===== src/hdl/mst_pkg.sv =====
// shared constants, types and state codes for the mode sum tracker
package mst_pkg;

	localparam int NUM_VALUES = 1024;
	localparam int MAX_COUNT  = 1024;

	localparam int VAL_W     = 10;
	localparam int SUM_W     = 20;
	localparam int OUT_CNT_W = 11;

	localparam int CNT_W      = $clog2(MAX_COUNT + 1);
	localparam int CNT_ADDR_W = $clog2(NUM_VALUES);
	localparam int LVL_DEPTH  = MAX_COUNT / 2 + 1;
	localparam int LVL_ADDR_W = (LVL_DEPTH > 1) ? $clog2(LVL_DEPTH) : 1;

	localparam int CLR_LEN = (NUM_VALUES > LVL_DEPTH) ? NUM_VALUES : LVL_DEPTH;
	localparam int CLR_W   = $clog2(CLR_LEN + 1);

	localparam logic OP_ADD    = 1'b0;
	localparam logic OP_REMOVE = 1'b1;

	typedef enum logic [1:0] {
		ST_IDLE,
		ST_CNT,
		ST_LVL
	} state_t;

	typedef struct packed {
		logic             busy;
		logic [CLR_W-1:0] idx;
	} clr_t;

	typedef struct packed {
		logic                  we_even;
		logic                  we_odd;
		logic [LVL_ADDR_W-1:0] addr_even;
		logic [LVL_ADDR_W-1:0] addr_odd;
		logic [SUM_W-1:0]      data_even;
		logic [SUM_W-1:0]      data_odd;
		logic [CNT_W-1:0]      highest;
		logic [SUM_W-1:0]      top;
	} upd_t;

endpackage


===== src/hdl/mst_clear.sv =====
// clearing sweep counter run once after reset
module mst_clear import mst_pkg::*; (
	input  logic clk,
	input  logic arst_n,
	output clr_t clr
);

	logic [CLR_W-1:0] idx_q;

	always_ff @(posedge clk or negedge arst_n) begin
		if (!arst_n) begin
			idx_q <= '0;
		end else if (idx_q != CLR_W'(CLR_LEN)) begin
			idx_q <= idx_q + CLR_W'(1);
		end
	end

	assign clr.busy = (idx_q != CLR_W'(CLR_LEN));
	assign clr.idx  = idx_q;

endmodule


===== config.mk =====
export PLATFORM = sky130hd
export DESIGN_NAME = mst_clear
export DESIGN_NICKNAME = d
export VERILOG_FILES = /design/src/hdl/mst_pkg.sv /design/src/hdl/mst_clear.sv
export SDC_FILE = /design/constraint.sdc
export NUM_CORES = 1
export LEC_CHECK = 0
export ABC_AREA = 0
export BUFFER_PORTS_ARGS = -buffer_cell sky130_fd_sc_hd__buf_2
export CORE_MARGIN = 2
export CORE_UTILIZATION = 35
export DETAILED_ROUTE_END_ITERATION = 6
export PLACE_DENSITY = 0.64
export SLEW_MARGIN = 25
export SYNTH_ARGS = -nofsm -noshare
export SYNTH_HDL_FRONTEND = slang
export SYNTH_SLANG_ARGS = --single-unit

===== constraint.sdc =====
create_clock -name clk -period 1.35 [get_ports clk]
set_input_delay 0.2025 -clock clk [delete_from_list [all_inputs] [get_ports clk]]
set_output_delay 0.2025 -clock clk [all_outputs]
set_load 0.01 [all_outputs]

Yosys cells after proc, flatten, opt, wreduce, memory -nomap -nowiden
Cells that the tools add are included.
Widths: inputs -> output; s select.
Word-level totals
  output and inout bits: 12
  bits of input ports: 2
  logic and storage cells: 3
  flip-flop bits (word level): 11
Cells by class
  add/subtract/negate cells: 1
  equal/unequal tests: 1
Operator list (number)
  $add 11x1->11 const B: 1
  $ne 11x11->1 const B: 1

Depth between registers and ports, before layout
  depth after elaboration: 1
  gate-level depth with buffers: 4
  depth with buffers taken out: 4

Worst setup path before layout
Ideal clock, no wire load.
  path kind: flip-flop to flip-flop
  start point: register idx_q[2]
  end point: register idx_q[1]
  arrival time: 1.312 ns
  data required time: 1.225 ns
  setup slack: -0.087 ns
  period minus slack after synthesis: 1.437 ns
  path buffers: 0
  stages on the path, launching flop included: 4
  cell sequence: dfrtp_1 -> nor4b_2 -> nand4b_2 -> mux2_4
RTL lines
  start: declaration: line mst_clear.sv:8  | logic [CLR_W-1:0] idx_q;
  start signal: assignment: line mst_clear.sv:14  | idx_q <= idx_q + CLR_W'(1);

==> key figures <==
Run status
  – Outcome: complete, but fails checks
  – Failing checks: negative setup slack

Worst setup path
  – Crit-path max cell delay: roughly 0.43 ns
  – Worst EP required: 1.15 ns
  – CP delay by family, top: simple AND/OR/NAND/NOR gates
  – Crit path cell chain: nor4b_4 -> nand4b_2 -> buf_2
  – CP bufs+invs: 1
  – Setup crit start kind: register
  – Worst EP arrival: 1.29 ns
  – CP max FO: 2
  – Slowest library cell on the worst path: dfrtp_2
  – Crit. End Element: output port
  – WS Path Type: reg2out

Logic synthesis
  – Synth cell types: 15
  – Post-synth EDFFs: 0
  – Synth area leader: dfrtp_1
  – Mean post-synth cell area: about 12 µm²
  – Synth cell count leaders: 11 x dfrtp_1, 7 x xor2_1, 5 x nand2_1
  – Top cell type's share of synthesized area: 0.521
  – Seq/Total Area, Yosys: 0.521
  – Most numerous cell in the Yosys netlist: dfrtp_1
  – Number of register bits inferred by synthesis: 11
  – Mapped Area: around 530 µm²
  – Largest cells by area after synthesis: dfrtp_1 52%, xor2_1 12%, xnor2_1 5.0%, ha_1 4.7%, nor3_1 3.8%
  – Post-Syn Instances: 45
  – Syn Nets: between 40 and 50
  – Yosys warns: 0
  – Asr flop ratio synth: 1.00
  – Prevailing post-synth register cell: dfrtp_1

Floorplanning
  – Die Wd: about 43 µm
  – IO Pins: 14
  – Core Area: approximately 0.0015 mm²
  – Area of the die: ~0.0018 mm²
  – Starting Density: 0.363
  – Chip height: about 43 µm
  – Site Rows: 14

Finish
  – # diodes: 0
  – Layout area overhead: 39.6%
  – Biggest regs: idx_q: 11 flops
  – Share of layout cells above drive strength 1: 0.458
  – Largest Register: idx_q
  – Layout Nets: just under 80
  – Max FFs per register: 11
  – Fill cell count: 141

Clocking
  – Root buffer cell: clkbuf_4
  – Clock slew at reported path FFs: 0.07 ns
  – Num CTS Buffers: 3
  – Clk_lat worst skew: between 0.2 and 0.3 ns
  – CTS sink cnt: 11
  – CTS tree: done
  – Clock Tree Buf Depth: 2
  – H-tree level count: 1

Worst hold path
  – Hold crit path type: in2async

Routing
  – Per-cell routed wire length: around 13 µm
  – Vias: roughly 390
  – Number of remaining DRC errors: 0
  – Post-route ant nets: 0
  – Vias per inst: ~4.5
  – Router iterations before antenna repair: 3
  – Met3 WL post-DR: 37 µm
  – Iter 0 DRT Violations: 9
  – M1 WL: ~570 µm
  – Total Wirelength: approximately 1.1 mm
  – Top sig layer: met4
  – Wire length on met2: between 400 and 500 µm

Place
  – Hpwl dp: 815 µm
  – Gpl congestion: approximately 0.81
  – Port buffer count: 13

Job
  – Max cap viols: 0

STA
  – Clock skew: approximately 0.00021 ns
  – Tmin final: approximately 1.5 ns
  – Max-slew headroom: 0.835
  – Fmax: about 0.67 GHz
  – Slew Limit Fails: 0
  – Endpoints failing hold: 0
  – Final hold slack: between 0.3 and 0.4 ns
  – Final period util: 1.10
  – Worst Tran Pin Value: approximately 0.25 ns
  – Final setup TNS: -0.218 ns
  – Setup violators final: 2
  – Worst setup margin: -0.139 ns
  – RSZ-0062 raised after global routing: yes

GRT
  – Total global-route track usage: 0.133
  – Largest net degree at the start of global routing: 12
  – Initial antenna violation count: 0
  – GRT overflow: 0
  – First-pass GRT wire length: between 1.5 and 2 mm
  – Vias in the first global route: 349

Power and ir drop
  – Pwr dens: approximately 760 mW/mm²
  – P_leak: just under 0.0004 µW
  – Worst vdd ir: between 300 and 400 µV
-- area by class of cell --
cell class | count | area [µm²] | area share
clock buffer | 4 | 26.3 | 0.0357
sequential | 11 | 277 | 0.375
timing repair buffer | 23 | 143 | 0.194
tap | 16 | 20.0 | 0.0272
inverter | 2 | 7.51 | 0.0102
multi-input combinational | 32 | 264 | 0.358
-- cell usage in the layout (no fill, tap or decap), drive strengths merged --
master	instances
xnor2	3
xor2	7
nor4b	1
and2	1
nor2	2
mux2	1
nand3	3
nor4	1
buf	22
nand4	1
dfrtp	11
nor3	4
nand2	5
inv	2
ha	2
dlygate4sd3	1
nand4b	1
clkbuf	4
-- routing by layer --
metal  GRT usage  vias to the layer above
li1            -                      206
met1       0.194                      177
met2       0.164                        9
met3      0.0255                        2
met4       0.113                        0
met5           0                        -
-- path summary, 6_finish.rpt --
kind / slack [ns] / start / depth (start not counted) / to
worst min-delay path: 0.33 / arst_n / 2 / idx_q[10]$_DFFE_PN0P_
min in group clk: 0.50 / idx_q[10]$_DFFE_PN0P_ / 1 / idx_q[10]$_DFFE_PN0P_
worst min register to register: 0.50 / idx_q[10]$_DFFE_PN0P_ / 1 / idx_q[10]$_DFFE_PN0P_
worst max register to register: -0.08 / idx_q[2]$_DFFE_PN0P_ / 4 / idx_q[1]$_DFFE_PN0P_
max in group asynchronous: 0.80 / arst_n / 2 / idx_q[2]$_DFFE_PN0P_
worst max-delay path: -0.14 / idx_q[2]$_DFFE_PN0P_ / 3 / clr[11]
-- repair_timing --
action	CTS	global route
hold buffers	1	0
hold endpoints to repair	11	0
buffers inserted	1	0
endpoints found under the setup margin	2	6
gates resized for setup	1	2
pin swaps	2	0
-- metrics by stage --
| step | worst slack [ns] | utilization | power (µW) | cell area [µm²] | std cells |
|---|---|---|---|---|---|
| after global placement | -0.00447 | 0.464 | 344 | 674 | 82 |
| after CTS | -0.152 | 0.500 | 570 | 727 | 88 |
| after global routing | -0.202 | 0.507 | 594 | 737 | 88 |
| after floorplan | -0.0667 | - | 336 | 529 | 45 |
| final | -0.139 | 0.507 | 557 | 737 | 88 |
| after detailed placement | -0.0268 | 0.464 | 344 | 674 | 82 |
-- cell families after synthesis --
group / after synthesis / share of synthesized area
XOR/XNOR: 10 / 0.166
adder cells (fa/ha/maj): 2 / 0.0474
buffers and inverters: 2 / 0.0142
flip-flops: 11 / 0.521
multiplexers: 1 / 0.0284
AND/OR/NAND/NOR: 19 / 0.223
-- worst register-to-register path, stage by stage, from the launching register on --
cell	delay, ns
dfrtp_2	0.43
nor4b_4	0.29
nand4b_2	0.15
buf_4	0.17
mux2_4	0.28
-- where the power goes --
| group | total (µW) | internal (µW) | leakage [µW] | switching (µW) |
|---|---|---|---|---|
| logic | 9.45 | 2.94 | 0.000242 | 6.51 |
| registers | 329 | 329 | 0.000138 | 0 |
| clock network | 218 | 114 | 0.0000150 | 104 |
| total | 557 | 446 | 0.000395 | 111 |
Power figures use the tool's default switching activity.
