File: src/hdl/mst_ram.sv
// generic single write port ram with registered read
module mst_ram #(
	parameter int WIDTH = 8,
	parameter int DEPTH = 16
) (
	input  logic                                        clk,
	input  logic                                        we,
	input  logic [((DEPTH > 1) ? $clog2(DEPTH) : 1)-1:0] waddr,
	input  logic [WIDTH-1:0]                            wdata,
	input  logic                                        re,
	input  logic [((DEPTH > 1) ? $clog2(DEPTH) : 1)-1:0] raddr,
	output logic [WIDTH-1:0]                            rdata
);

	logic [WIDTH-1:0] mem [DEPTH];

	always_ff @(posedge clk) begin
		if (we) begin
			mem[waddr] <= wdata;
		end
		if (re) begin
			rdata <= mem[raddr];
		end
	end

endmodule

File: config.mk
export PLATFORM = sky130hd
export DESIGN_NAME = mst_ram
export DESIGN_NICKNAME = d
export VERILOG_FILES = /design/src/hdl/mst_ram.sv
export SDC_FILE = /design/constraint.sdc
export NUM_CORES = 1
export LEC_CHECK = 0
export BUFFER_PORTS_ARGS = -buffer_cell sky130_fd_sc_hd__buf_2
export CAP_MARGIN = 40
export CORE_UTILIZATION = 28
export CTS_CLUSTER_DIAMETER = 60
export DETAILED_ROUTE_END_ITERATION = 6
export GPL_TIMING_DRIVEN = 1
export PLACE_DENSITY = 0.49
export SYNTH_ARGS = -nofsm -noshare
export SYNTH_HDL_FRONTEND = slang
export SYNTH_SLANG_ARGS = --single-unit
File: constraint.sdc
create_clock -name clk -period 2.2 [get_ports clk]
set_input_delay 0.33 -clock clk [delete_from_list [all_inputs] [get_ports clk]]
set_output_delay 0.33 -clock clk [all_outputs]
set_load 0.05 [all_outputs]
Yosys cells after proc, flatten, opt, wreduce, memory -nomap -nowiden
Memory sizes are Yosys's and may differ from the RTL's. A register that Yosys moved wholly into a read port is not among the register bits.
Cells that the tools add are included.
{"block": "classes", "muxes": 2}
{"operator": "1-bit 2-to-1 mux", "count": 2}
{"block": "totals", "register_bits": 0, "ram_bits": 128, "in_bits": 19, "word_cells": 3, "n_memories": 1}
{"name": "mem", "depth": 16, "word_bits": 8, "read_ports": 1, "rd_clocked_by_memory_dff": 1, "wr": 1, "line_no": "15", "source": "logic [WIDTH-1:0] mem [DEPTH];"}

Longest topological paths before layout
Gate-level depths: netlist of run 1.
{"block": "depth", "word_depth": 2, "ltp_mapped": 5, "depth_no_buf": 3}

Least setup slack after synthesis of run 1
Ideal clock, no wire load.
{"block": "synth_timing", "kind": "input port to flip-flop", "start": "input port waddr[2] in the netlist's numbering", "end": "memory mem[0][0], enable pin", "setup_ns": 0.383, "t_arrival_ns": 1.440, "required_ns": 1.817, "setup_slack_ns": 0.377, "cell_stages": 2, "path_buffers": 0, "cell_sequence": "or3b_2 -> nor3_1"}
{"element": "start: declaration", "line_no": "8", "source": "input logic [((DEPTH > 1) ? $clog2(DEPTH) : 1)-1:0] waddr,"}
{"element": "end: declaration", "line_no": "15"}
Straight into the memory's write port.

==> results.md, run 1 <==
* I/O Pins at 27
* Yosys reg bits at 136
* CTS buffer count at 17
* Element type at the critical path end: register
* Status: finished with violations
* Slew headroom at 67.5%
* Die height at approximately 140 um
* Switching Power at about 1.2 mW
* Pwr Density at about 900 nW/um^2
* Slowest-stage cell, CP: mux4_1
* Reg area at just over 4000 um^2
* Critical path depth in cells at 5
* RSZ-0062 raised after global routing: false
* Mux contribution to synthesized area at around 15%
* Total number of vias at 2483
* Grt total ovfl at 0
* Post-CTS Hold Fix Bufs at 0
* Port buffer count at 26
* Die Width at between 100 and 150 um
* Syn avg cell area at roughly 23 um^2
* Clock buffer depth at 2
* Synth Area in Simple Gates at under 10%
* Clock power share at between 40% and 50%
* Combinational power share at under 10%
* Synth Area in Adders at 0%
* Area growth syn-to-layout at 19.8%
* Final clock skew at 0.00727 ns
* Largest family of logic cells by synthesized area: multiplexers
* Startpoint Class: primary input
* DRC at 3
* Crit-path cells: buf_2, buf_12, mux4_1, a22oi_1, nand2_1
* Clk Latency, worst-skew pair at a little over 0.4 ns
* Row count at between 40 and 50
* Yosys Warn Count at 0
* Placer Congestion at between 0.6 and 0.7
* Sum Neg Setup Slack at 0 ns
* CP Buf/Inv Count at 2
* Pwr Total at between 5 and 6 mW
* Commonest non-fill, non-tap cells in the layout: edfxtp_1, buf_2, buf_4
* Delay of the slowest critical-path stage at between 0.5 and 0.6 ns
* Library cells used by synthesis at 18
* Required time worst endpoint at ~2.4 ns
* Worst Hold Class: primary input to register
* Sequential fraction of the synthesis area at ~78%
* Ratio of cells with drive above 1 in the final layout at 30.9%
* Multi-input combinational cell area at 1060 um^2
* DR iter-0 viols at roughly 180
* DR vias/cell at ~4.7
* Max-slew violations at 0
* Clock-pin slew on the worst setup and hold paths at about 0.050 ns
* Ranking of synthesized cells by area: edfxtp_1, mux4_2, mux4_1
* # setup viols final at 0
* Yosys top cell area share at ~80%
* Commonest non-fill, non-tap cell in the layout: edfxtp_1
* Crit path DAT at 1.68 ns
* H-tree depth at 4
* Initial core utilization at between 20% and 30%
* Hold Vio Cnt, Final at 0
* N_diodes at 0
* TritonCTS clock tree: built
* Crit path max-delay family: multiplexers
* Vias in the first global route at ~2700
* MaxCap Viol Count at 0
* Hold Path Depth at 1
* CTS Root Cell: clkbuf_16
* Initial antenna violation count at 0
* Post-Synth XOR/XNOR Area at 0%
* Post-synth top area cell: edfxtp_1
* LEAKAGE at roughly 2.1 nW
* Min Tclk post-route at 1.53 ns
* Pint at 4.56 mW
* Post-synthesis net count at about 250
* Crit share post-route at just under 70%
* Num Clock Sinks at 136
* Filler cells at approximately 1700
* 1st-pass router iterations at 6
* Netlist Area Pre-Place at 5230 um^2
* Reg2Reg Depth at 3
* Failing checks: design-rule violations
* Final #Nets at 304
* Final ANT Viol Nets at 0
* Complex-gate fraction of the synthesized area at 2.30%
* Worst Max-Slew Pin Slew at ~0.49 ns
* FMAX at 0.655 GHz
* Cells after Synth at between 200 and 250
* Sw Ratio at roughly a fifth
* PostCTS Resize Cnt at 0
* WHS at 0.308 ns
* Peak supply drop at roughly 0.53 mV
* Register share of total power at roughly half
* Core ar. at approximately 18000 um^2
* FF-to-FF setup slack at just under 0.7 ns
* Crit Path Max Fanout at 26
* First-pass GRT wire length at roughly 16000 um
* Largest net degree at the start of global routing at 33
* Die area at between 15000 and 20000 um^2
* GR Util All Layers at between 10 and 15%
* Drt wl/cell at ~21 um
* Crit path kind: primary input to register
* DP HPWL at around 6900 um
* Total setup buffers inserted after CTS at 0
* Routed Wire Length at 10900 um
[state kept, by name (all words and copies together) (netlist names)]
| signal | flops |
|---|---|
| mem | 128 |
| rdata | 8 |
[worst register-to-register path, stage by stage (launching register included)]
cell and delay, ns:
edfxtp_1 0.36, mux4_1 0.48, a22oi_1 0.32, nand2_1 0.09
[per-stage QoR]
step	instances	utilization, %	setup slack [ns]	instance area [um^2]
after global placement	495	31.6	0.233	5740
after CTS	527	34.5	0.673	6260
after detailed placement	495	31.6	0.236	5740
final	527	34.5	0.673	6260
after global routing	527	34.5	0.632	6260
after floorplan	229	-	0.377	5230
[final timing paths]
| check | start | to |
|---|---|---|
| hold / removal | wdata[5] | mem[9][5] |
| hold reg to reg | mem[14][0] | rdata[0] |
| setup / recovery | raddr[0] | rdata[5] |
| setup reg to reg | mem[8][5] | rdata[5] |
[logic make-up after synthesis]
logic type,Yosys count
flip-flops,136
buffers and inverters,10
AND/OR/NAND/NOR,35
AO/OA/AOI/OAI,16
multiplexers,32
[synth_stat cells]
library cell     instances
edfxtp_1               136
mux4_2                  18
a22oi_1                 16
mux4_1                  14
nor2_1                  13
nand2_1                  9
nor3_1                   4
buf_2                    3
buf_6                    3
clkdlybuf4s25_2          3
nand2b_1                 2
nand3b_1                 2
and2_1                   1
and2b_1                  1
buf_4                    1
nand3_1                  1
nor2b_1                  1
or3b_2                   1
[cell type report]
type,instances,share of cell area [%]
Sequential cell,136,65.2
Multi-Input combinational cell,83,16.9
Timing Repair Buffer,47,5.00
Tap cell,229,4.58
Clock inverter,12,1.36
Clock buffer,20,6.97
[power groups by stage]
stage / sequential [mW] / clock, mW / combinational, mW
after floorplan: 3.03 / 0 / 0.147
after global placement: 2.99 / 0 / 0.317
after detailed placement: 2.99 / 0 / 0.322
after CTS: 2.94 / 2.55 / 0.323
after global routing: 2.94 / 2.67 / 0.341
final: 2.94 / 2.51 / 0.315
[routing by layer]
| metal | global-route usage, % | vias to the layer above | part of all wire (%) |
|---|---|---|---|
| li1 | - | 1093 | - |
| met2 | 18.4 | 68 | 46 |
| met4 | 4.56 | 0 | 1.4 |
| met3 | 3.63 | 12 | 5.2 |
| met5 | 0 | - | 0 |
| met1 | 16.7 | 1310 | 47 |
Note: power is estimated with default switching activity, not from simulation.
==> inputs of run 2 (changes only) <==
Clock period 2.2 ns to 1.6 ns, I/O delays scaled along.
==> run 2 against run 1 <==
Compared with the run above: the flow still finishes with violations (design-rule violations); sequential power rose by 37%; worst hold slack lost 0.091 ns; cell area is 1.5% higher; non-clock buffer count up 9; critical path depth decreased by 2; cell count grew 1.7%; critical endpoint is now rdata[2]; largest cell class unchanged; largest power group unchanged.
==> results.md, run 2 (synthesis results as in run 1) <==
* Status: finished with violations
* Failing checks: design-rule violations
* Final #Nets at 313 (+3.0%)
* Final clock skew at 0.0137 ns (+0.00647 ns)
* Fin util at 35.0% (+0.53 points)
* Max-slew violations at 0 (unchanged)
* GR Util All Layers at 12.5% (+0.33 points)
* 1st-pass router iterations at 7 (+1)
* Port buffer count at 26 (unchanged)
* TritonCTS clock tree: built
* Drt wl/cell at 20.9 um (+1.3%)
* PostCTS Resize Cnt at 0 (unchanged)
* Biggest register: mem
* Hold Vio Cnt, Final at 0 (unchanged)
* Placer Congestion at 0.727 (+12%)
* Commonest non-fill, non-tap cells in the layout: edfxtp_1, buf_4, buf_2
* DR iter-0 viols at 228 (+30%)
* CTS Root Cell: clkbuf_16
* # setup viols final at 0 (unchanged)
* Crit share post-route at roughly 95%
* DP HPWL at 7450 um (+8.0%)
* Largest net degree at the start of global routing at 17 (-48%)
* Post-CTS Hold Fix Bufs at 0 (unchanged)
* Final WS setup at 0.0749 ns (-0.598 ns)
* Pwr Density at 1280 nW/um^2 (+39%)
* WHS at 0.217 ns (-0.0908 ns)
* Initial core utilization at 28.8% (unchanged)
* Peak supply drop at 0.773 mV (+46%)
* Filler cells at 1689 (-1.1%)
* DR vias/cell at 4.76 (+0.93%)
* Sum Neg Setup Slack at 0 ns (unchanged)
* Clock-pin slew on the worst setup and hold paths at 0.06 ns (about the same)
* Dpl cell area at 5810 um^2 (+1.3%)
* DRC at 3 (unchanged)
* Grt total ovfl at 0 (unchanged)
* I/O Pins at 27 (unchanged)
* Clk Latency, worst-skew pair at 0.41 ns (about the same)
* Vias in the first global route at 2572 (-3.6%)
* First-pass GRT wire length at 16900 um (+2.9%)
* Slew headroom at 46.2% (-21 points)
* Final ANT Viol Nets at 0 (unchanged)
* Crit path kind: register to register
* Row count at 49 (unchanged)
* Min Tclk post-route at ~1.5 ns
* Num Clock Sinks at 136 (unchanged)
* Crit Path Max Fanout at 1 (-96%)
* Layout Cells excl Fill at 536 (+1.7%)
* Crit path DAT at 1.67 ns (about the same)
* Total setup buffers inserted after CTS at 0 (unchanged)
* Die Width at 139 um (unchanged)
* Die area at 19200 um^2 (unchanged)
* Total number of vias at 2549 (+2.7%)
* FMAX at between 0.6 and 0.7 GHz
* Largest registers: mem: 128 flops, rdata: 8 flops
* H-tree depth at 4 (unchanged)
* Routed Wire Length at 11200 um (+3.1%)
* Core ar. at 18100 um^2 (unchanged)
* Final Instance Area at 6360 um^2 (+1.5%)
* Dpl cells at 504 (+1.8%)
* Max reg flops at 128 (unchanged)
* Commonest non-fill, non-tap cell in the layout: edfxtp_1
* RSZ-0062 raised after global routing: false
* Element type at the critical path end: register
* LEAKAGE at 2.15 nW (+2.5%)
* Worst Max-Slew Pin Slew at 0.804 ns (+0.317 ns)
* Clock buffer depth at 2 (unchanged)
* Die height at 139 um (unchanged)
* N_diodes at 0 (unchanged)
* CTS buffer count at 17 (unchanged)
* Worst Hold Class: primary input to register
* Required time worst endpoint at 1.75 ns (-0.60 ns)
* Pwr Total at 8.14 mW (+41%)
* Initial antenna violation count at 0 (unchanged)
* Area growth syn-to-layout at 21.6%
* Placement Setup Slack at -0.335 ns (-0.572 ns)
* MaxCap Viol Count at 0 (unchanged)
* Startpoint Class: register
* Ratio of cells with drive above 1 in the final layout at 32.9% (+2.0 points)
==> run 2: changes by cell type in the layout (fill, tap and decap cells not counted) <==
cell,previous run,this run
clkinv_2,7,5
nor3_1,4,3
bufinv_16,1,2
clkinv_1,3,4
buf_4,19,28
nor3_2,0,1
==> run 2: final timing paths <==
check | slack [ns] | end | startpoint | cells after the start
max | 0.07 | rdata[2] | mem[6][2] | 3
min | 0.22 | mem[4][6] | wdata[6] | 1
max reg2reg | 0.07 | rdata[2] | mem[6][2] | 3
min reg2reg | 0.75 | rdata[7] | mem[12][7] | 3
==> run 2: layout make-up <==
cell class / instances / area [um^2] / area share (%)
timing repair buffer: 56 / 380 / 5.98
multi-input combinational: 83 / 1060 / 16.7
sequential: 136 / 4080 / 64.2
clock buffer: 20 / 437 / 6.87
tap: 229 / 287 / 4.51
clock inverter: 12 / 109 / 1.71
==> run 2: critical path: stages (launching register included) <==
cell	delay, ns
edfxtp_1	0.36
mux4_1	0.54
a22oi_1	0.23
nand2_1	0.14
==> run 2: routing by layer <==
metal	part of all wire, %	global-route usage [%]	up-vias
met1	50	18.3	1342
met4	1.6	4.39	0
li1	-	-	1109
met3	5.3	3.87	11
met2	44	17.4	87
met5	0	0	-
==> run 2: report_power, final <==
group	leakage, nW	switching, mW	total (mW)	internal, mW
Sequential	1.24	0.0209	4.04	4.02
Clock	0.271	1.38	3.64	2.26
Combinational	0.638	0.286	0.459	0.174
==> inputs of run 3 (changes only) <==
Settings changed: PLACE_DENSITY 0.49 to 0.5.
Clock period 1.6 ns to 1.25 ns, I/O delays scaled along.
==> run 3 against run 2 <==
Compared with the run above: the run ends with design-rule violations, negative setup slack left; count of clock-buffer cells in the layout grew 1; sequential share of layout area shrank 1.6 points; worst hold slack got worse by 0.049 ns; cell count increased by 0.37%; sequential cell count is the same; clock power increased by 21%; register-to-register slack worse by 0.21 ns; die area did not move; combinational power increased by 42%; largest power group unchanged.
==> results.md, run 3 (synthesis results as in run 1) <==
* Status: finished with violations
* Failing checks: design-rule violations, negative setup slack
* Peak supply drop at 0.847 mV (+9.5%)
* GR Util All Layers at 12.2% (-0.36 points)
* Crit Path Max Fanout at 1 (unchanged)
* Max-slew violations at 0 (unchanged)
* Critical path origin: mem[11][4]
* Multi-input combinational cell area at 1080 um^2 (+1.8%)
* R2r startpoint: mem[11][4]
* Worst Max-Slew Pin Slew at 0.511 ns (-0.293 ns)
* Hold Vio Cnt, Final at 0 (unchanged)
* RSZ-0062 raised after global routing: true
* Startpoint Class: register
* Final clock skew at 0.00509 ns (-0.00865 ns)
* Dpl cells at 506 (+0.40%)
* Total number of vias at 2465 (-3.3%)
* Die height at 139 um (unchanged)
* Final WS setup at -0.134 ns (-0.209 ns)
* N_diodes at 0 (unchanged)
* DR WL met2 at 5100 um (+4.5%)
* Grt total ovfl at 0 (unchanged)
* 1st-pass router iterations at 7 (unchanged)
* Area growth syn-to-layout at 24.7%
* Clock buffer depth at 2 (unchanged)
* Worst Hold Class: primary input to register
* Pwr Density at 1570 nW/um^2 (+23%)
* Filler cells at 1696 (+0.41%)
* Max reg flops at 128 (unchanged)
* Commonest non-fill, non-tap cells in the layout: edfxtp_1, mux4_2, buf_4
* Reg area at 4080 um^2 (unchanged)
* Post-CTS Hold Fix Bufs at 0 (unchanged)
* Largest net degree at the start of global routing at 18 (+1)
* Final ANT Viol Nets at 0 (unchanged)
* DR iter-0 viols at 178 (-22%)
* CTS Root Cell: clkbuf_16
* Min Tclk post-route at 1.38 ns (-0.141 ns)
* Sum Neg Setup Slack at -0.889 ns (-0.889 ns)
* Top Layer Used: met5
* First-pass GRT wire length at 16500 um (-2.0%)
* FMAX at 0.723 GHz (+10%)
* Element type at the critical path end: register
* Biggest register: mem
* Initial antenna violation count at 1 (+1)
* DR vias/cell at 4.58 (-3.7%)
* Placer Congestion at 0.683 (-6.1%)
* Routed Wire Length at 10600 um (-5.2%)
* Crit share post-route at 111% (+15 points)
* Total setup buffers inserted after CTS at 0 (unchanged)
* Final #Nets at 316 (+0.96%)
* RR Endpoint: rdata[4]
* DRC at 8 (+5)
* Required time worst endpoint at 1.40 ns (-0.35 ns)
* I/O Pins at 27 (unchanged)
* Port buffer count at 26 (unchanged)
* Row count at 49 (unchanged)
* Initial core utilization at 28.8% (unchanged)
* Hold_sp: wdata[6]
* Num Clock Sinks at 136 (unchanged)
* # setup viols final at 9 (+9)
* FF-to-FF setup slack at -0.13 ns (-0.21 ns)
* MaxCap Viol Count at 0 (unchanged)
* CTS buffer count at 17 (unchanged)
* Layout Cells excl Fill at 538 (+0.37%)
* Clock-pin slew on the worst setup and hold paths at 0.05 ns (about the same)
* TritonCTS clock tree: built
* Clk Latency, worst-skew pair at 0.40 ns (about the same)
* Core ar. at 18100 um^2 (unchanged)
* H-tree depth at 4 (unchanged)
* Largest registers: mem: 128 flops, rdata: 8 flops
* Commonest non-fill, non-tap cell in the layout: edfxtp_1
* Crit path DAT at 1.53 ns (-0.14 ns)
* LEAKAGE at 2.13 nW (-0.49%)
* Drt wl/cell at 19.7 um (-5.6%)
* WL met1 at 4950 um (-11%)
* DP HPWL at 7040 um (-5.4%)
* Reg2Reg Depth at 3 (unchanged)
* Crit path kind: register to register
* Met3 wire len at 474 um (-20%)
* Die Width at 139 um (unchanged)
* Ratio of cells with drive above 1 in the final layout at 43.0% (+10 points)
* Slew headroom at 65.9% (+20 points)
* Placement Setup Slack at -0.553 ns (-0.218 ns)
* Die area at 19200 um^2 (unchanged)
* Vias in the first global route at 2710 (+5.4%)
* End of the critical path: rdata[4]
==> run 3: changes by cell type in the layout (fill, tap and decap cells not counted), sizes merged <==
| cell | previous run | this run |
|---|---|---|
| buf | 56 | 59 |
| clkinvlp | 0 | 3 |
| bufinv | 2 | 1 |
| clkinv | 10 | 6 |
| clkbuf | 20 | 21 |
==> run 3: metal layers <==
layer	GRT usage (%)	vias up
li1	-	1103
met1	16.5	1301
met2	18.6	52
met3	3.45	7
met4	4.39	2
met5	0	-
==> run 3: power by group <==
group          total (mW)  internal (mW)  switching, mW
Clock                4.39           2.69           1.70
Sequential           5.18           5.14         0.0371
Combinational       0.653          0.286          0.367
Total                10.2           8.12           2.10
==> run 3: worst min path at each step <==
stage                endpoint  slack, ns  cells past startpoint
floorplan           mem[0][0]       0.29                      0
global placement    mem[0][1]       0.58                      1
detailed placement   rdata[3]       0.58                      1
CTS                  rdata[2]       0.15                      1
global route         rdata[2]       0.15                      1
finish              mem[0][6]       0.17                      1
==> run 3: metrics by stage <==
| stage | power [mW] | hold WS (ns) | cell area, um^2 | util (%) |
|---|---|---|---|---|
| 2_1_floorplan | 5.62 | 0.286 | 5250 | - |
| 3_3_place_gp | 5.89 | 0.578 | 5920 | 32.6 |
| 3_5_place_dp | 5.90 | 0.577 | 5920 | 32.6 |
| 4_1_cts | 10.3 | 0.149 | 6490 | 35.8 |
| 5_1_grt | 10.6 | 0.150 | 6520 | 35.9 |
| 6_report | 10.2 | 0.168 | 6520 | 35.9 |
==> run 3: worst max-delay path, stage by stage, from the launching register on <==
cell      delay (ns)
edfxtp_1        0.36
mux4_2          0.48
a22oi_2         0.21
nand2_1         0.08
==> run 3: layout make-up <==
cell class | count | share of cell area (%)
clock buffers | 21 | 6.75
flip-flops and latches | 136 | 62.6
well taps | 229 | 4.39
repair buffers | 59 | 8.39
multi-input cells | 83 | 16.6
clock inverters | 10 | 1.25
==> run 3: timing repair <==
item | in CTS | in global routing
pin swaps | 1 | 0
endpoints found under the setup margin | 13 | 13
hold endpoints to repair | 0 | 0
resized for setup | 15 | 4
cloned | 0 | 0
