## config.mk

```make
export PLATFORM = sky130hd
export DESIGN_NAME = mst_update
export DESIGN_NICKNAME = d
export VERILOG_FILES = /design/src/hdl/mst_pkg.sv /design/src/hdl/mst_update.sv
export SDC_FILE = /design/constraint.sdc
export NUM_CORES = 1
export LEC_CHECK = 0
export BUFFER_PORTS_ARGS = -buffer_cell sky130_fd_sc_hd__buf_2
export CAP_MARGIN = 20
export CORE_MARGIN = 1
export CORE_UTILIZATION = 40
export DETAILED_ROUTE_END_ITERATION = 8
export PLACE_DENSITY = 0.7
export SLEW_MARGIN = 30
export SYNTH_ARGS = -nofsm -noshare
export SYNTH_HDL_FRONTEND = slang
export SYNTH_SLANG_ARGS = --single-unit
```

## constraint.sdc

```tcl
create_clock -name vclk -period 9.2
set_input_delay 1.84 -clock vclk [all_inputs]
set_output_delay 1.84 -clock vclk [all_outputs]
set_load 0.03 [all_outputs]
```

## src/hdl/mst_pkg.sv

```systemverilog
// shared constants, types and state codes for the mode sum tracker
package mst_pkg;

	localparam int NUM_VALUES = 1024;
	localparam int MAX_COUNT  = 1024;

	localparam int VAL_W     = 10;
	localparam int SUM_W     = 20;
	localparam int OUT_CNT_W = 11;

	localparam int CNT_W      = $clog2(MAX_COUNT + 1);
	localparam int CNT_ADDR_W = $clog2(NUM_VALUES);
	localparam int LVL_DEPTH  = MAX_COUNT / 2 + 1;
	localparam int LVL_ADDR_W = (LVL_DEPTH > 1) ? $clog2(LVL_DEPTH) : 1;

	localparam int CLR_LEN = (NUM_VALUES > LVL_DEPTH) ? NUM_VALUES : LVL_DEPTH;
	localparam int CLR_W   = $clog2(CLR_LEN + 1);

	localparam logic OP_ADD    = 1'b0;
	localparam logic OP_REMOVE = 1'b1;

	typedef enum logic [1:0] {
		ST_IDLE,
		ST_CNT,
		ST_LVL
	} state_t;

	typedef struct packed {
		logic             busy;
		logic [CLR_W-1:0] idx;
	} clr_t;

	typedef struct packed {
		logic                  we_even;
		logic                  we_odd;
		logic [LVL_ADDR_W-1:0] addr_even;
		logic [LVL_ADDR_W-1:0] addr_odd;
		logic [SUM_W-1:0]      data_even;
		logic [SUM_W-1:0]      data_odd;
		logic [CNT_W-1:0]      highest;
		logic [SUM_W-1:0]      top;
	} upd_t;

endpackage

```

## src/hdl/mst_update.sv

```systemverilog
// level sum update and highest count tracking for one word
module mst_update import mst_pkg::*; (
	input  logic             op,
	input  logic [VAL_W-1:0] x,
	input  logic [CNT_W-1:0] c,
	input  logic [CNT_W-1:0] newc,
	input  logic [SUM_W-1:0] rd_even,
	input  logic [SUM_W-1:0] rd_odd,
	input  logic [CNT_W-1:0] highest,
	input  logic [SUM_W-1:0] top,
	input  logic [CNT_W-1:0] count0,
	output upd_t             upd
);

	logic [SUM_W-1:0] from_old;
	logic [SUM_W-1:0] to_old;
	logic [SUM_W-1:0] from_new;
	logic [SUM_W-1:0] to_new;
	logic             we_from;
	logic             we_to;
	logic             still;

	always_comb begin
		from_old = c[0] ? rd_odd : rd_even;
		to_old   = c[0] ? rd_even : rd_odd;
		from_new = from_old - SUM_W'(x);
		to_new   = (newc == '0) ? '0 : to_old + SUM_W'(x);
		we_from  = (c != '0);
		we_to    = (newc != '0);

		upd.addr_even = c[0] ? LVL_ADDR_W'(newc >> 1) : LVL_ADDR_W'(c >> 1);
		upd.addr_odd  = c[0] ? LVL_ADDR_W'(c >> 1) : LVL_ADDR_W'(newc >> 1);
		upd.data_even = c[0] ? to_new : from_new;
		upd.data_odd  = c[0] ? from_new : to_new;
		upd.we_even   = c[0] ? we_to : we_from;
		upd.we_odd    = c[0] ? we_from : we_to;

		still       = (from_new != '0) || (count0 == highest);
		upd.highest = highest;
		upd.top     = top;
		if (op == OP_ADD) begin
			if (newc >= highest) begin
				upd.highest = newc;
				upd.top     = to_new;
			end
		end else if (c == highest) begin
			if (still) begin
				upd.top = from_new;
			end else begin
				upd.highest = newc;
				upd.top     = to_new;
			end
		end
	end

endmodule

```

# Yosys cells after proc, flatten, opt, wreduce, memory -nomap -nowiden
# Cells that the tools add are included.
dict set report op_classes {
  n_addsub 2
  multipliers 0
  div_mod_pow 0
  magnitude_cmp 1
  eq_ne 2
  shifts 0
  muxes 14
  n_bitwise 0
  n_reduce_logical 5
}
# op count
set op_table {}
lappend op_table {{$mux 20} 6}
lappend op_table {{$mux 31} 3}
lappend op_table {{$eq 11x11->1} 2}
lappend op_table {{$reduce_bool 11->1} 2}
lappend op_table {{$add 20x10->20} 1}
lappend op_table {{$mux 10} 2}
lappend op_table {{$reduce_bool 20->1} 1}
lappend op_table {{$sub 20x10->20} 1}
lappend op_table {{$ge 11x11->1} 1}
lappend op_table {{$logic_not 11->1} 1}
lappend op_table {{$mux 11} 1}
lappend op_table {{$mux 1} 2}
lappend op_table {{$logic_or 1x1->1} 1}
dict set report word_totals {
  register_bits 0
  latch_bits 0
  ram_bits 0
  romBits 0
  input_bits 115
  output_inout_bits 93
  wordCells 24
  memories 0
}

# Depth between registers and ports, before layout
# Gate-level depths: netlist of the first run.
dict set report logic_depth {
  word_depth 7
  ltp_mapped 20
  mapped_depth_nobuf 13
}

# Worst setup path before layout of the first run
# No wires, ideal clock.
dict set report synth_path {
  kind {in2out}
  start {input port c[0]}
  end {output port upd[13] (netlist name)}
  arrival_ps 7456
  t_required_ps 7360
  slack_ps -96
  cell_stages 17
  path_buffers 6
  path_cell_list {buf_6 > clkbuf_1 > clkbuf_1 > buf_1 > clkbuf_1 > clkbuf_1 > mux2_2 > fa_1 > a21o_1 > a221oi_4 > a211oi_2 > nand2b_1 > xor2_1 > or4b_4 > nor4_4 > nand2_1 > a211oi_1}
}
# item line
set synth_lines {}
lappend synth_lines {{start, declared} mst_update.sv:5} ;# input logic [CNT_W-1:0] c,
lappend synth_lines {{end, declared} mst_update.sv:12} ;# output upd_t upd

==> results of run 1 <==
[power breakdown]
| group | total, mW | internal, mW | switching (mW) |
|---|---|---|---|
| Combinational | 0.514 | 0.175 | 0.339 |
| Sequential | 0 | 0 | 0 |
| Clock | 0 | 0 | 0 |
| Total | 0.514 | 0.175 | 0.339 |
[cells in the mapped netlist (14+ instances only)]
| master | n |
|---|---|
| nand2_1 | 59 |
| mux2i_1 | 29 |
| nor2_1 | 30 |
| xnor2_1 | 44 |
| o21ai_0 | 49 |
| o22ai_1 | 15 |
| nand3_1 | 26 |
| clkbuf_1 | 28 |
| inv_1 | 30 |
| xor2_1 | 14 |
| mux2_2 | 59 |
| ha_1 | 32 |
| a21oi_1 | 34 |
[layer usage]
metal | GRT usage, % | share of wire, % | routed length [um] | up-vias
met5 | 0 | 0 | 0 | -
met4 | 7.96 | 2.8 | 466 | 0
met3 | 3.20 | 7.3 | 1230 | 26
met2 | 50.7 | 47 | 8010 | 246
met1 | 38.3 | 43 | 7190 | 2553
li1 | - | - | - | 2586
[how the worst max path moves through the flow]
stage	slack (ps)	startpoint	depth (start not counted)	endpoint
5_1_grt	550	c[0]	13	upd[30]
6_report	880	c[0]	13	upd[23]
3_3_place_gp	1060	c[0]	13	upd[30]
3_5_place_dp	910	c[0]	13	upd[30]
2_1_floorplan	7	c[0]	18	upd[7]
4_1_cts	900	c[0]	13	upd[30]
[logic make-up after synthesis]
family / after synthesis / synth area share (%)
buffers and inverters: 66 / 6.62
XOR/XNOR: 58 / 12.1
AND/OR/NAND/NOR: 185 / 22.1
AO/OA/AOI/OAI: 164 / 25.4
multiplexers: 90 / 23.3
adder cells (fa/ha/maj): 34 / 10.5
[cell type report]
class,instances,area (sq um),share of cell area [%]
inverter,30,113,2.10
timing repair buffer,215,1100,20.4
tap,136,170,3.17
multi-input combinational,531,3980,74.3
[layout by cell type (no fill, tap or decap), types with 9 or more instances in the layout]
master and n:
xor2_1 14, xnor2_1 44, nand2b_1 10, o21ai_0 49, nor4_1 11, inv_1 30
nand4_1 9, a21oi_1 34, nor3_1 12, nor2_1 30, mux2i_1 29, o22ai_1 15
ha_1 32, nand2_1 59, buf_2 207, mux2_2 59, nand3_1 26
[through the flow]
step           total power, mW  instances  util, %  hold slack, ps
2_1_floorplan            0.351        597        -            3910
3_3_place_gp             0.506        912     52.4            4090
3_5_place_dp             0.509        912     52.4            4090
4_1_cts                  0.511        912     52.4            4090
5_1_grt                  0.550        912     52.4            4110
6_report                 0.514        912     52.4            4090
==> run summary, run 1 <==
Final Cycle Share -> 90.4%
register area share after synthesis -> 0%
Register Area -> 0 sq um
Synth warnings -> 0
number of I/O port buffers -> 208
cells along the critical path -> buf_4 -> buf_4 -> mux2_2 -> ha_1 -> nand2_1 -> a211oi_2 -> nor4_1 -> xor2_1 -> nand4_1 -> or4_4 -> o22ai_2 -> mux2_2 -> buf_2
pwr/cell area -> 95.9 nW/um^2
fin crit period -> 8320 ps
syn avg cell area -> 7.03 sq um
initial antenna violation count -> 0
most area-consuming cells after synthesis -> mux2_2 (16%), ha_1 (9.5%), xnor2_1 (9.2%)
Setup-failing EPs final -> 0
PostCTS Resize Cnt -> 0
Peak VDD IR -> 46.5 uV
DRT Wirelength -> 16.9 mm
crit-path max FO -> 51
drt first-iter violations -> 391
antenna viol nets, final -> 0
dpl ws -> 914 ps
drt pass-1 iters -> 5
placed cell area -> 5360 sq um
hold wc startpoint -> top[11]
Worst path max stage delay -> 580 ps
Area Growth Syn to Fin -> 27.8%
layout cells sized above 1 -> 37.6%
setup TNS -> 0 ps
outcome -> completed
diodes inserted -> 0
Worst Setup Path Type -> in2out
Post-Synthesis Net Count -> 746
GP Congestion -> 0.948
Finished Cell Area -> 5360 sq um
IO Pins -> 208
Die H -> 104 um
Wirelength per Cell -> 18.5 um
Mapped Area -> 4200 sq um
first-pass GRT wire length -> 26.1 mm
vias per cell -> 5.93
Arrival @ worst endpoint -> 6480 ps
largest net degree at the start of global routing -> 52
CP required -> 7360 ps
cell row count -> 37
total gr overflow -> 0
Die Wd -> 104 um
Post-DP HPWL -> 13.9 mm
Peak Freq -> 0.120 GHz
vias -> 5,411
RSZ-0062 raised after global routing -> false
gr usage total -> 29.3%
crit path max-delay cell type -> or4_4
DRC Markers -> 0
Initial Util -> 41.0%
delay-heaviest family, CP -> buffers and inverters
Worst setup EP type -> primary output
Distinct cells, synth -> 60
CP bufs+invs -> 3
Fin. Hold Viols -> 0
Rel. slew slack -> 44.1%
vias in the first global route -> 4,931
hold depth -> 3
fillers -> 997
Hold Buf Count CTS -> 0
die area -> 10,900 sq um
Slew Viols, Final -> 0
Synth area leader -> mux2_2
max-cap violations -> 0
Post-CTS Repair Setup Buffers -> 0
setup ws final -> 879 ps
top cell type's share of synthesized area -> 15.8%
CP startpoint kind -> input pin
Gate Count Post-Synth -> 597
layout sequential cell count -> 0
Hold/Removal Path Class -> in2out
leakage -> 2.47 nW
core area -> 10,200 sq um
Nets -> 927
Hold Crit Endpoint -> upd[11]
CLK BUF -> 0
worst-margin pin slew -> 839 ps
Power figures use the tool's default switching activity.
==> inputs of run 2 (changes only) <==
--- a/config.mk
+++ b/config.mk
@@ -7,10 +7,12 @@
 export LEC_CHECK = 0
 export BUFFER_PORTS_ARGS = -buffer_cell sky130_fd_sc_hd__buf_2
 export CAP_MARGIN = 20
+export CELL_PAD_IN_SITES_DETAIL_PLACEMENT = 0
+export CELL_PAD_IN_SITES_GLOBAL_PLACEMENT = 1
 export CORE_MARGIN = 1
-export CORE_UTILIZATION = 40
+export CORE_UTILIZATION = 30
 export DETAILED_ROUTE_END_ITERATION = 8
-export PLACE_DENSITY = 0.7
+export PLACE_DENSITY = 0.77
 export SLEW_MARGIN = 30
 export SYNTH_ARGS = -nofsm -noshare
 export SYNTH_HDL_FRONTEND = slang
==> run 2 against run 1 <==
Combinational power hardly changed. Critical endpoint is now upd[26]. Wire length is 4.1% higher. Power is 0.30% higher. Final area is 1.1% higher. Die area is 33% higher. Non-clock buffer count stayed put. Cell count is 4.4% higher. Core utilization is 12 points lower.
==> run summary, run 2 (synthesized netlist as in run 1, its figures left out) <==
Rel. slew slack -> 43.9% (was 44.1%)
fillers -> 1,494 (was 997)
Cell Count, Final, Fillers Out -> 952 (was 912)
die area -> 14,500 sq um (was 10,900 sq um)
drt pass-1 iters -> 5 (unchanged)
PostCTS Resize Cnt -> 0 (unchanged)
Worst path max stage delay -> 580 ps (about the same)
layout sequential cell count -> 0 (unchanged)
DRT Wirelength -> 17.6 mm (was 16.9 mm)
dpl ws -> 904 ps (was 914 ps)
DRC Markers -> 0 (unchanged)
Fin. Hold Viols -> 0 (unchanged)
Die Wd -> 120 um (was 104 um)
outcome -> completed (unchanged)
vias per cell -> 5.46 (was 5.93)
layout cells sized above 1 -> 37.8% (was 37.6%)
Post-CTS Repair Setup Buffers -> 0 (unchanged)
crit path max-delay cell type -> or4_4 (unchanged)
antenna viol nets, final -> 0 (unchanged)
Placed Cells -> 951 (was 912)
total gr overflow -> 0 (unchanged)
first-pass GRT wire length -> 26.5 mm (was 26.1 mm)
setup ws final -> 898 ps (was 879 ps)
Die H -> 120 um (was 104 um)
diodes inserted -> 0 (unchanged)
Hold/Removal Path Class -> in2out (unchanged)
commonest non-fill, non-tap cell in the layout -> buf_2 (unchanged)
Final Cycle Share -> 90.2% (was 90.4%)
CLK BUF -> 0 (unchanged)
Worst setup EP type -> primary output (unchanged)
worst-margin pin slew -> 841 ps (was 839 ps)
core area -> 13,500 sq um (was 10,200 sq um)
number of I/O port buffers -> 208 (unchanged)
CP required -> 7360 ps (about the same)
Post-DP HPWL -> 14.6 mm (was 13.9 mm)
IO Pins -> 208 (unchanged)
Multi-input gate area -> 3990 sq um (was 3980 sq um)
Setup-failing EPs final -> 0 (unchanged)
Worst Setup Path Type -> in2out (unchanged)
max-cap violations -> 0 (unchanged)
Arrival @ worst endpoint -> 6460 ps (was 6480 ps)
Peak VDD IR -> 35.1 uV (was 46.5 uV)
fin crit period -> 8300 ps (was 8320 ps)
vias -> 5,202 (was 5,411)
Nets -> 927 (unchanged)
gr usage total -> 23.0% (was 29.3%)
setup TNS -> 0 ps (unchanged)
Peak Freq -> 0.120 GHz (about the same)
CP startpoint kind -> input pin (unchanged)
crit-path max FO -> 41 (was 51)
RSZ-0062 raised after global routing -> false (unchanged)
largest net degree at the start of global routing -> 51 (was 52)
Register Area -> 0 sq um (unchanged)
Hold Buf Count CTS -> 0 (unchanged)
GP Congestion -> 0.915 (was 0.948)
pwr/cell area -> 95.1 nW/um^2 (was 95.9 nW/um^2)
Area Growth Syn to Fin -> 29.3% (was 27.8%)
Initial Util -> 31.2% (was 41.0%)
initial antenna violation count -> 0 (unchanged)
most frequent cells in the layout -> buf_2 (207), mux2_2 (59), nand2_1 (59), o21ai_0 (49), xnor2_1 (44) (unchanged)
Wirelength per Cell -> 18.5 um (about the same)
cells along the critical path -> buf_4 -> mux2i_1 -> ha_1 -> inv_1 -> fa_1 -> a21o_1 -> a221oi_4 -> a211oi_2 -> nor4_1 -> xor2_1 -> nand4_1 -> or4_4 -> o22ai_2 -> mux2_2 -> buf_2 (was buf_4 -> buf_4 -> mux2_2 -> ha_1 -> nand2_1 -> a211oi_2 -> nor4_1 -> xor2_1 -> nand4_1 -> or4_4 -> o22ai_2 -> mux2_2 -> buf_2)
cell row count -> 42 (was 37)
Slew Viols, Final -> 0 (unchanged)
leakage -> 2.48 nW (was 2.47 nW)
drt first-iter violations -> 459 (was 391)
vias in the first global route -> 4,764 (was 4,931)
Post-Route Utilization -> 40.3% (was 52.4%)
run 2: changes by cell type in the layout (fill, tap and decap cells not counted):
| cell | change |
|---|---|
| buf_4 | -1 |
| a311oi_1 | -1 |
| a311oi_2 | +1 |
| buf_6 | +1 |
run 2: report_power, final:
part | total, mW | switching [mW] | internal (mW)
registers | 0 | 0 | 0
logic | 0.516 | 0.340 | 0.176
clock network | 0 | 0 | 0
total | 0.516 | 0.340 | 0.176
run 2: through the flow:
stage               hold WS (ps)  area [sq um]  power, mW
finish                      4100          5420      0.516
global route                4110          5420      0.553
CTS                         4100          5410      0.512
detailed placement          4090          5410      0.510
global placement            4090          5410      0.512
floorplan                   3910          4240      0.351
run 2: path summary, 6_finish.rpt:
kind | start | end | slack, ps | depth (start not counted)
max | c[0] | upd[26] | 900 | 15
min | newc[0] | upd[20] | 4100 | 3
run 2: critical path: cells and delay by family:
family | cells | cell delay, ps
buf+inv | 3 | 630
fa+ha+maj | 2 | 600
mux | 2 | 640
simple gates | 3 | 1080
compound gates | 4 | 1210
xor+xnor | 1 | 410
run 2: area by class of cell:
class / instances / share of cell area (%)
timing repair buffer: 215 / 20.3
multi-input combinational: 531 / 73.6
inverter: 30 / 2.08
tap: 176 / 4.06
run 2: layer usage:
metal / global-route usage (%) / wire, um / vias up
li1: - / - / 2582
met1: 31.2 / 7700 / 2405
met2: 41.1 / 8700 / 198
met3: 1.18 / 961 / 17
met4: 2.78 / 237 / 0
met5: 0 / 0 / -
==> inputs of run 3 (changes only) <==
--- a/config.mk
+++ b/config.mk
@@ -7,12 +7,11 @@
 export LEC_CHECK = 0
 export BUFFER_PORTS_ARGS = -buffer_cell sky130_fd_sc_hd__buf_2
 export CAP_MARGIN = 20
-export CELL_PAD_IN_SITES_DETAIL_PLACEMENT = 0
-export CELL_PAD_IN_SITES_GLOBAL_PLACEMENT = 1
 export CORE_MARGIN = 1
-export CORE_UTILIZATION = 30
+export CORE_UTILIZATION = 40
 export DETAILED_ROUTE_END_ITERATION = 8
-export PLACE_DENSITY = 0.77
+export GPL_TIMING_DRIVEN = 0
+export PLACE_DENSITY = 0.7
 export SLEW_MARGIN = 30
 export SYNTH_ARGS = -nofsm -noshare
 export SYNTH_HDL_FRONTEND = slang
==> run 3 against run 2 <==
Worst setup slack lost 600 ps. Cell count down 1.2%. Worst hold slack about the same.
==> run summary, run 3 (synthesized netlist as in run 1, its figures left out) <==
outcome -> completed (unchanged)
Post-DP HPWL -> 15.2 mm (was 14.6 mm)
Initial Util -> 41.0% (was 31.2%)
Peak Freq -> 0.112 GHz (was 0.120 GHz)
crit-path max FO -> 19 (was 41)
GP Congestion -> 0.940 (was 0.915)
fin crit period -> 8910 ps (was 8300 ps)
Wirelength per Cell -> 19.7 um (was 18.5 um)
CP startpoint kind -> input pin (unchanged)
Worst Setup Path Type -> in2out (unchanged)
Rel. slew slack -> 47.5% (was 43.9%)
commonest non-fill, non-tap cell in the layout -> buf_2 (unchanged)
vias -> 5,567 (was 5,202)
cells along the critical path -> buf_6 -> clkbuf_2 -> clkbuf_4 -> clkbuf_2 -> mux2i_1 -> ha_1 -> inv_1 -> fa_1 -> a21o_1 -> a221oi_4 -> a211oi_2 -> nand2b_1 -> xnor2_1 -> nand4_1 -> or4_4 -> o22ai_2 -> buf_4 -> mux2_2 -> buf_2 (was buf_4 -> mux2i_1 -> ha_1 -> inv_1 -> fa_1 -> a21o_1 -> a221oi_4 -> a211oi_2 -> nor4_1 -> xor2_1 -> nand4_1 -> or4_4 -> o22ai_2 -> mux2_2 -> buf_2)
cell row count -> 37 (was 42)
most frequent cells in the layout -> buf_2 (207), mux2_2 (59), nand2_1 (59), o21ai_0 (49), xnor2_1 (43) (was buf_2 (207), mux2_2 (59), nand2_1 (59), o21ai_0 (49), xnor2_1 (44))
delay-heaviest family, CP -> buffers and inverters (was compound AO/OA/AOI/OAI gates)
CP required -> 7360 ps (about the same)
switch share -> 66.3% (was 66.0%)
Peak VDD IR -> 45.6 uV (was 35.1 uV)
clock power share -> 0% (about the same)
core area -> 10,200 sq um (was 13,500 sq um)
die area -> 10,900 sq um (was 14,500 sq um)
drt first-iter violations -> 431 (was 459)
Crit. path cell count -> 19 (was 15)
Worst path max stage delay -> 610 ps (was 580 ps)
Register Area -> 0 sq um (unchanged)
total gr overflow -> 0 (unchanged)
hold depth -> 3 (unchanged)
P_int -> 178 uW (was 176 uW)
antenna viol nets, final -> 0 (unchanged)
Worst Hold Slack -> 4100 ps (about the same)
pwr/cell area -> 96.3 nW/um^2 (was 95.1 nW/um^2)
worst-margin pin slew -> 788 ps (was 841 ps)
RSZ-0062 raised after global routing -> false (unchanged)
Setup-failing EPs final -> 0 (unchanged)
IO Pins -> 208 (unchanged)
Area Growth Syn to Fin -> 31.3% (was 29.3%)
largest net degree at the start of global routing -> 20 (was 51)
layout cells sized above 1 -> 37.5% (was 37.8%)
DRT Wirelength -> 18.6 mm (was 17.6 mm)
crit path max-delay cell type -> or4_4 (unchanged)
register share of total power -> 0% (about the same)
number of I/O port buffers -> 205 (was 208)
Final Cycle Share -> 96.8% (was 90.2%)
hold wc startpoint -> newc[0] (unchanged)
Fin. Hold Viols -> 0 (unchanged)
CLK BUF -> 0 (unchanged)
layout sequential cell count -> 0 (unchanged)
drt pass-1 iters -> 5 (unchanged)
Comb power frac -> 100.0% (about the same)
vias per cell -> 5.92 (was 5.46)
fillers -> 1,043 (was 1,494)
Worst setup EP type -> primary output (unchanged)
diodes inserted -> 0 (unchanged)
Crit path top cell by count -> clkbuf_2
Die H -> 104 um (was 120 um)
Die Wd -> 104 um (was 120 um)
Hold Buf Count CTS -> 0 (unchanged)
gr usage total -> 32.5% (was 23.0%)
Switch Pwr -> 352 uW (was 340 uW)
Hold/Removal Path Class -> in2out (unchanged)
initial antenna violation count -> 0 (unchanged)
Slew Viols, Final -> 0 (unchanged)
max-cap violations -> 0 (unchanged)
vias in the first global route -> 5,242 (was 4,764)
Arrival @ worst endpoint -> 7070 ps (was 6460 ps)
Hold Crit Endpoint -> upd[20] (unchanged)
CP bufs+invs -> 7 (was 3)
DRC Markers -> 0 (unchanged)
leakage -> 2.54 nW (was 2.48 nW)
setup TNS -> 0 ps (unchanged)
Nets -> 956 (was 927)
first-pass GRT wire length -> 28.3 mm (was 26.5 mm)
run 3: power by group through the flow:
stage	Sequential [mW]	Combinational [mW]	Clock (mW)
6_report	0	0.530	0
5_1_grt	0	0.562	0
4_1_cts	0	0.521	0
3_5_place_dp	0	0.517	0
3_3_place_gp	0	0.511	0
2_1_floorplan	0	0.351	0
run 3: tightest hold or removal path: stages:
cell	delay (ps)
buf_2	110
mux2_1	130
buf_2	190
run 3: worst max path at each step:
stage / start / end / slack (ps)
6_report: c[0] / upd[27] / 290
5_1_grt: c[0] / upd[29] / 60
3_5_place_dp: c[0] / upd[9] / -1420
4_1_cts: c[0] / upd[27] / 240
2_1_floorplan: c[0] / upd[7] / 7
3_3_place_gp: c[0] / upd[9] / -1440
run 3: per-stage QoR:
stage          worst slack [ps]  utilization, %  cell area [sq um]  total power [mW]  cells
2_1_floorplan              7.38               -               4240             0.351    597
3_3_place_gp              -1440            53.2               5440             0.511    938
3_5_place_dp              -1420            53.2               5450             0.517    938
4_1_cts                     238            53.7               5500             0.521    941
5_1_grt                    57.3            53.8               5510             0.562    941
6_report                    294            53.8               5510             0.530    941
run 3: per-layer routing:
layer	routed length (um)	vias up	global-route usage, %
li1	-	2649	-
met1	8060	2614	42.8
met2	8790	271	55.8
met3	1280	33	3.51
met4	453	0	8.47
met5	0	-	0
run 3: layout make-up:
| cell class | count | area [sq um] | share of cell area, % |
|---|---|---|---|
| well taps | 136 | 170 | 3.09 |
| plain buffers | 34 | 166 | 3.02 |
| multi-input cells | 531 | 3990 | 72.5 |
| repair buffers | 210 | 1060 | 19.3 |
| inverters | 30 | 113 | 2.04 |
run 3: repair_timing:
action,in CTS,in global routing
pin swaps,2,0
buffers inserted,5,0
gates resized for setup,7,1
setup endpoints to repair,48,10
